**src/ffba_ram.sv**
```systemverilog
// ----------------------------------------------------------------------------
// ffba_ram
// generic single-write, single-read ram with registered read data
// ----------------------------------------------------------------------------
module ffba_ram #(
    parameter int WIDTH = 8,
    parameter int DEPTH = 16
) (
    input  logic                     clk,
    input  logic                     we,
    input  logic [$clog2(DEPTH)-1:0] waddr,
    input  logic [WIDTH-1:0]         wdata,
    input  logic                     re,
    input  logic [$clog2(DEPTH)-1:0] raddr,
    output logic [WIDTH-1:0]         rdata
);

    logic [WIDTH-1:0] mem [DEPTH];

    always_ff @(posedge clk)
    begin
        if (we)
        begin
            mem[waddr] <= wdata;
        end
        if (re)
        begin
            rdata <= mem[raddr];
        end
    end

endmodule

```
**config.mk**
```make
export PLATFORM = sky130hd
export DESIGN_NAME = ffba_ram
export DESIGN_NICKNAME = d
export VERILOG_FILES = /design/src/ffba_ram.sv
export SDC_FILE = /design/constraint.sdc
export NUM_CORES = 1
export LEC_CHECK = 0
export BUFFER_PORTS_ARGS = -buffer_cell sky130_fd_sc_hd__buf_4
export CAP_MARGIN = 30
export CELL_PAD_IN_SITES_DETAIL_PLACEMENT = 1
export CELL_PAD_IN_SITES_GLOBAL_PLACEMENT = 1
export CORE_MARGIN = 5
export CORE_UTILIZATION = 50
export DETAILED_ROUTE_END_ITERATION = 10
export PLACE_DENSITY = 0.86
export SYNTH_ARGS = -nofsm -noshare
export SYNTH_HDL_FRONTEND = slang
export SYNTH_SLANG_ARGS = --single-unit
```
**constraint.sdc**
```tcl
create_clock -name clk -period 3.7 [get_ports clk]
set_input_delay 0 -clock clk [delete_from_list [all_inputs] [get_ports clk]]
set_output_delay 0 -clock clk [all_outputs]
set_load 0.03 [all_outputs]
```
[After elaboration in Yosys (flattened, before gate mapping)]
Memories as Yosys holds them, arrays and structs flattened. A register that Yosys moved wholly into a read port is not among the register bits.
Index checks and enable logic that the tools add are counted.
Word-level totals
  output and inout bits: 8
  bits in writable memories: 128
  memories kept: 1
  word-level logic and storage cells: 3
  bits of input ports: 19
  flip-flop bits (word level): 0
Operators by class
  muxes and demuxes: 2
Memory list
  mem: words 16, bits a word 8, rd ports 1, clocked after memory_dff 1, wr ports 1, RTL line 18  | logic [WIDTH-1:0] mem [DEPTH];
Operators by type and width (number)
  2-to-1 mux 1 bit: 2

[Depth between registers and ports, before layout]
Gate-level depths: netlist (run 1).
  depth in word-level cells: 2
  mapped depth: 5

[Least setup slack after synthesis (run 1)]
OpenSTA, ideal clock, no wires.
  kind: in2reg
  from: input port waddr[2]
  to: memory mem[0][0], enable pin
  data required time: 3317 ps
  arrival time: 1110 ps
  stages on the path: 2
  setup slack: 2207 ps
  path through: or3b_2 -> nor3_1
RTL lines
  start: declaration: RTL line 11  | input logic [$clog2(DEPTH)-1:0] waddr,
  end: declaration: RTL line 18
Straight into the memory's write port.

==> results of run 1 <==
-- repair_timing --
action,4_1_cts,5_1_grt
endpoints found under the hold margin,151,0
hold buffers,12,0
setup endpoints to repair,0,0
-- final cells by class --
class                      instances  area [sq um]
sequential                       136          4080
fill                             873          4080
multi-input combinational         83          1060
clock buffer                      17           414
timing repair buffer              45           365
tap                              136           170
clock inverter                    15           111
-- sequential cells by signal, indices dropped and copies added, names as in the netlist --
name / cells
mem: 128
rdata: 8
-- placed cells by master, fill, tap and decap left out --
cell / synthesis / final
a22oi_1: 16 / 16
and2_1: 1 / 1
and2b_1: 1 / 1
buf_2: 3 / 1
buf_4: 1 / 32
bufinv_16: 0 / 1
clkbuf_16: 0 / 16
clkbuf_8: 0 / 1
clkinv_1: 0 / 4
clkinv_2: 0 / 5
clkinv_4: 0 / 2
clkinvlp_4: 0 / 2
dlygate4sd3_1: 0 / 12
edfxtp_1: 136 / 136
inv_6: 0 / 1
mux4_1: 14 / 14
mux4_2: 18 / 18
nand2_1: 9 / 9
nand2b_1: 2 / 2
nand3_1: 1 / 1
nand3b_1: 2 / 2
nor2_1: 13 / 13
nor2b_1: 1 / 1
nor3_1: 4 / 4
or3b_2: 1 / 1
-- critical path: cells and delay by family (launching register included) --
kind             cells  cell delay, ps
flip-flops           1             370
AND/OR/NAND/NOR      1              90
AO/OA/AOI/OAI        1             260
multiplexers         1             540
-- kinds of logic (layout without fill, tap and decap cells) --
logic type	after synthesis	count (layout)	synth area share (%)
buffers and inverters	10	77	1.65
AND/OR/NAND/NOR	35	35	3.14
flip-flops	136	136	78.1
multiplexers	32	32	14.8
AO/OA/AOI/OAI	16	16	2.30
-- worst paths after layout --
path                    from         end  slack [ps]  cells after the start
setup reg to reg   mem[1][5]    rdata[5]        2180                      3
setup / recovery   mem[1][5]    rdata[5]        2180                      3
hold / removal      waddr[2]  mem[13][2]         100                      3
hold reg to reg   mem[14][2]    rdata[2]         750                      3
-- routing by layer --
layer  share of wire, %  global-route usage (%)  up-vias
met2                 51                    29.9       79
met4               0.83                    5.77        0
met1                 43                    25.4     1312
li1                   -                       -     1095
met3                5.1                    4.91        7
met5                  0                       0        -
-- power breakdown --
part	switching, mW	internal [mW]	total (mW)
registers	0.0104	1.74	1.75
logic	0.106	0.0785	0.185
clock network	0.627	0.877	1.50
-- metrics by stage --
step / util [%] / hold slack (ps)
finish: 60.3 / 95.5
global route: 60.3 / 84.5
floorplan: - / 98.9
CTS: 60.1 / 101
detailed placement: 53.8 / 320
global placement: 53.8 / 298
==> out/metrics.cfg, run 1 <==
[global_routing]
grt_max_degree=33
antenna_found_initial=0
grt_overflow=0
grt_pass1_wl_mm=16.8
grt_pass1_vias=2688
grt_usage_pct=18.7

[timing]
fin_crit_sh_pct=41.1
fin_tns_setup_ps=0
relSlewSlack_pct=36.2
final_max_slew_viol_count=0
setup_viol=0
finalHoldViolations=0
max_freq_mhz=658
fin_ws_ps=2180
rsz0062_at_grt=false
skew_ps=8.12
min_period_ps=1520
tightestPinTransition_ps=954

[synth]
synth_fp_nets=248
ys_async_sr_fraction_pct=0
yosys.area.top_type=edfxtp_1
yosysUniqueCellTypes=18
synthCells=229
synth.area.top_cells=edfxtp_1 (78%), mux4_2 (7.8%), mux4_1 (7.0%), a22oi_1 (2.3%), nor2_1 (0.93%)
syn_area_sq_um=5230
ys_seq_elements=136
yosysWarnings=0
synth_edf_count=136
synth-seq-area-share_pct=78.1
synthTopCellsByCount=edfxtp_1 (136), mux4_2 (18), a22oi_1 (16)
yosys.area.top_type_share_pct=78.1
avgSynthCellArea_sq_um=22.8
synth.most_common_cell=edfxtp_1
ys.flop_type=edfxtp_1

[worst_setup_path]
cp-end-kind=register
crit_arrival_ps=1770
max_stage_delay_ps=540
path_class=register to register
cp.required_ps=3950
path_max_fanout=1
critPathSlowestCell=mux4_1
path_cells=mux4_1 > a22oi_1 > nand2_1
startpoint_type=register

[placement]
dpl.hpwl_mm=6.68
place_ws_ps=1860
portBuffers=26
placedCellCount=385
placed_area_sq_um=5530
gp_congestion=0.736

[clocking]
numCtsBuffers=17
cts_num_sinks=136
path_clk_slew_ps=60
cts_setup_buffers=0
cts_max_level=4
worstSkewPairLatency_ps=510
clockBufferDepth=2
root_buffer=clkbuf_8
cts_tree=built
cts_resized=0

[cells_and_area]
nets=302
antenna_cells=0
stdcell_area_sq_um=6200
syn2layout_area_growth_pct=18.6
drive_above_1_share_pct=27.0
stdcell_count=432

[route]
drc_errors=0
num_vias=2493
antenna_left=0
viasPerCell=5.77
drtPass1Iterations=4
drt_iter0_markers=250
routed_wl_mm=11.0
wl_per_cell_um=25.4

[job]
maxCapViolations=0

[die]
die_h_um=112
ios=27
die_w_um=112
rows=37
die_area_sq_um=12600
core-area_sq_um=10300
initial_utilization_pct=50.9

[power]
power.density_nw_per_um2=554
p_leak_nw=2.08
ir_drop_v=0.000326
total_power_mw=3.44

[outcome]
outcome=complete, no violations

[worst_hold_path]
hold_path_class=input pin to register

Note: power is estimated with default switching activity, not from simulation.
==> inputs of run 2 (changes only) <==
==> constraint.sdc (replaced) <==
create_clock -name clk -period 1.5 [get_ports clk]
set_input_delay 0 -clock clk [delete_from_list [all_inputs] [get_ports clk]]
set_output_delay 0 -clock clk [all_outputs]
set_load 0.03 [all_outputs]
==> run 2 against run 1 <==
Effect of this change: the flow now finishes with violations (negative setup slack); highest routed layer unchanged; wire length rose by 8.1%; largest power group unchanged; combinational power grew to 2.8 times the previous value; sequential cell count is the same; count of clock-buffer cells in the layout is 1 higher; sequential power up 150%; maximum frequency up 0.63%; utilization grew 2.4 points; final cell count increased by 3.5%; critical path type unchanged; clock skew about the same.
==> out/metrics.cfg, run 2 (synthesis gave the netlist of run 1 again) <==
[clocking]
worstSkewPairLatency_ps=510
cts_setup_buffers=0
numCtsBuffers=17
path_clk_slew_ps=60
cts_tree=built
clockBufferDepth=2
cts_max_level=4
root_buffer=clkbuf_8
cts_num_sinks=136

[worst_setup_path]
reg2reg_depth=3
startpoint_type=register
crit_family=multiplexers
path_cells=mux4_1 > a22oi_2 > nand2_1
crit_cells=3
path_class=register to register
crit_arrival_ps=1760
cp-end-kind=register
critPathSlowestCell=mux4_1
critPathBufInv=0
path_max_fanout=1
max_stage_delay_ps=530
cp.required_ps=1750

[route]
viasPerCell=5.82
drtPass1Iterations=4
drt_iter0_markers=225
wl_per_cell_um=26.5
num_vias=2601
drc_errors=0
routed_wl_mm=11.8
antenna_left=0

[power]
total_power_mw=8.88
p_leak_nw=2.21
power.density_nw_per_um2=1380
ir_drop_v=0.000756

[die]
die_w_um=112
die_area_sq_um=12600
initial_utilization_pct=50.9
core-area_sq_um=10300
die_h_um=112
rows=37
ios=27

[cells_and_area]
largest_reg_flops=128
stdcell_count=447
fill_cells=870
largest-register=mem
ff_latch_area_sq_um=4080
drive_above_1_share_pct=33.1
nets=318
layout_common_cells=edfxtp_1 (136), buf_4 (48), mux4_2 (18)
largest_registers=mem (128), rdata (8)
final_common_cell=edfxtp_1
syn2layout_area_growth_pct=23.3
antenna_cells=0
multiInputGateArea_sq_um=1090

[global_routing]
grt_pass1_vias=2864
grt_overflow=0
grt_pass1_wl_mm=18.0
grt_max_degree=17
antenna_found_initial=0
grt_usage_pct=20.0

[timing]
finalHoldViolations=0
fin_tns_setup_ps=-11.3
setup_viol=1
max_freq_mhz=662
skew_ps=8.03
relSlewSlack_pct=67.7
min_period_ps=1510
final_max_slew_viol_count=0
tightestPinTransition_ps=485
fin_ws_ps=-11.3
fin_crit_sh_pct=101

[outcome]
outcome=complete, but fails checks
violations=negative setup slack

[placement]
gp_congestion=0.748
placedCellCount=406
dpl.hpwl_mm=7.59
portBuffers=26

[worst_hold_path]
hold_depth=3
hold_path_class=input pin to register

[job]
maxCapViolations=0

-- run 2: changes by cell type in the layout (fill, tap and decap cells not counted), sizes merged --
cell | before | now
buf | 33 | 51
bufinv | 1 | 4
clkinv | 11 | 9
clkinvlp | 2 | 0
dlygate4sd3 | 12 | 10
clkbuf | 17 | 18
inv | 1 | 0
-- run 2: worst paths after layout --
check,end,start,slack (ps)
max,rdata[1],mem[0][1],-10
min,mem[8][7],waddr[1],30
max reg2reg,rdata[1],mem[0][1],-10
min reg2reg,rdata[7],mem[4][7],770
-- run 2: through the flow --
step	hold WS (ps)	instance area [sq um]	setup WS, ps	util [%]
after floorplan	98.9	5230	7.13	-
final	30.8	6440	-11.3	62.7
after global routing	25.7	6440	-51.2	62.7
after CTS	5.46	6410	6.26	62.4
after detailed placement	310	5730	-68.9	55.8
after global placement	303	5730	13.0	55.8
-- run 2: per-layer routing --
layer,track usage [%],wire (um)
met3,4.64,592
met4,6.57,127
met5,0,0
met1,24.4,4680
met2,35.4,6450
-- run 2: worst min-delay path, delay by kind of cell --
kind / cells / cell delay (ps)
buf+inv: 2 / 290
simple gates: 1 / 60
-- run 2: repair_timing --
item                                    4_1_cts  5_1_grt
hold endpoints to repair                    142        0
resized for setup                             1        6
hold buffers                                 10        0
gates cloned                                  0        0
endpoints found under the setup margin        1        5
-- run 2: layout make-up --
type                       count  share of cell area [%]
clock buffer                  18                    6.48
sequential                   136                    63.4
clock inverter                13                    2.48
tap                          136                    2.64
multi-input combinational     83                    16.9
timing repair buffer          61                    8.08
-- run 2: where the power goes --
| part | switching, mW | internal, mW | leakage (nW) |
|---|---|---|---|
| sequential | 0.0303 | 4.28 | 1.24 |
| combinational | 0.281 | 0.229 | 0.683 |
| clock | 1.41 | 2.65 | 0.288 |
==> inputs of run 3 (changes only) <==
--- a/config.mk
+++ b/config.mk
@@ -13,6 +13,8 @@
 export CORE_UTILIZATION = 50
 export DETAILED_ROUTE_END_ITERATION = 10
 export PLACE_DENSITY = 0.86
+export SETUP_SLACK_MARGIN = 0.1
 export SYNTH_ARGS = -nofsm -noshare
 export SYNTH_HDL_FRONTEND = slang
 export SYNTH_SLANG_ARGS = --single-unit
+export TNS_END_PERCENT = 10
==> run 3 against run 2 <==
Effect of this change: the run now ends clean; critical path depth unchanged; wire length decreased by 2.0%; clock skew decreased by 1.3 ps; power decreased by 4.4%; sequential cell count unchanged; combinational power increased by 1%; critical path type unchanged; first-iteration DRC count decreased by 24%; maximum frequency increased by 0.90%; via count decreased by 1.0%; sequential power about the same; clock power decreased by 9.9%.
==> out/metrics.cfg, run 3 (synthesis gave the netlist of run 1 again) <==
[clocking]
root_buffer=clkbuf_8
cts_num_sinks=136
path_clk_slew_ps=60
worstSkewPairLatency_ps=510
numCtsBuffers=17
clockBufferDepth=2
cts_tree=built
cts_max_level=4
cts_setup_buffers=0

[die]
die_h_um=112
die_area_sq_um=12600
core-area_sq_um=10300
die_w_um=112
rows=37
initial_utilization_pct=50.9
ios=27

[cells_and_area]
nets=317
stdcell_area_sq_um=6390
antenna_cells=0
drive_above_1_share_pct=36.0
largest-register=mem
fill_cells=885
syn2layout_area_growth_pct=22.3
final_common_cell=edfxtp_1
largest_registers=mem (128), rdata (8)
multiInputGateArea_sq_um=1080
ff_latch_area_sq_um=4080
largest_reg_flops=128
layout_common_cells=edfxtp_1 (136), buf_4 (44), mux4_2 (25)

[route]
num_vias=2575
drt_iter0_markers=171
wl_per_cell_um=26.0
drtPass1Iterations=4
viasPerCell=5.76
antenna_left=0
drc_errors=0
routed_wl_mm=11.6

[worst_setup_path]
crit_arrival_ps=1740
path_max_fanout=1
cp.required_ps=1740
reg2reg_to=rdata[4]
cp-end-kind=register
reg2reg_slack_ps=2
path_class=register to register
reg2reg_depth=3
setup.worst_path.start=mem[8][4]
timing.critical_path.to=rdata[4]
reg2reg_from=mem[8][4]
startpoint_type=register

[timing]
fin_crit_sh_pct=99.9
final_max_slew_viol_count=0
rsz0062_at_grt=true
relSlewSlack_pct=67.4
tightestPinTransition_ps=489
fin_ws_ps=2.20
setup_viol=0
fin_hold_ws_ps=36.6
skew_ps=6.76
min_period_ps=1500
fin_tns_setup_ps=0
finalHoldViolations=0
max_freq_mhz=668

[global_routing]
grt_max_degree=19
grt_usage_pct=20.0
grt_overflow=0
antenna_found_initial=0
grt_pass1_vias=2817
grt_pass1_wl_mm=17.9

[placement]
placed_area_sq_um=5730
place_ws_ps=-109
gp_congestion=0.731
portBuffers=26
dpl.hpwl_mm=7.58

[worst_hold_path]
hp-start=waddr[1]
hold_path_class=input pin to register

[power]
power.density_nw_per_um2=1330
p_leak_nw=2.15
ir_drop_v=0.000791

[outcome]
outcome=complete, no violations

[job]
maxCapViolations=0

run 3: cell count changes in the layout (fill, tap and decap cells not counted), sizes merged:
cell,previous run,this run
buf,51,49
clkinvlp,0,5
clkinv,9,7
clkbuf,18,19
bufinv,4,1
dlymetal6s4s,0,1
run 3: layout make-up:
type	count	area share, %
clock inverter	13	1.68
clock buffer	19	6.59
sequential	136	63.9
multi-input combinational	83	16.8
tap	136	2.66
timing repair buffer	60	8.36
run 3: worst min path at each step:
stage / to / cells past startpoint
2_1_floorplan: mem[0][0] / 0
3_3_place_gp: mem[14][2] / 1
3_5_place_dp: mem[15][2] / 1
4_1_cts: mem[8][4] / 3
5_1_grt: mem[8][1] / 3
6_report: mem[8][4] / 3
run 3: metrics by stage:
step / std cells / utilization, % / power (mW)
after floorplan: 229 / - / 4.63
after global placement: 404 / 55.8 / 4.83
after detailed placement: 404 / 55.8 / 4.87
after CTS: 447 / 62.2 / 8.56
after global routing: 447 / 62.2 / 8.80
final: 447 / 62.2 / 8.49
run 3: where the power goes:
part	internal, mW	switching [mW]
Clock	2.17	1.49
Combinational	0.233	0.284
Sequential	4.28	0.0284
run 3: metal layers:
metal	track usage [%]	share of wire, %
met4	7.13	1.6
met1	26.3	39
met3	4.58	6.8
met5	0	0
met2	33.0	52
run 3: critical path: stages, from the launching register on:
cell	delay, ps
edfxtp_1	410
mux4_2	490
a22oi_2	220
nand2_1	120
run 3: repair_timing:
action	in CTS	in global routing
hold buffers	11	0
pin swaps	3	4
hold endpoints to repair	142	0
setup endpoints to repair	7	16
gates resized for setup	9	8
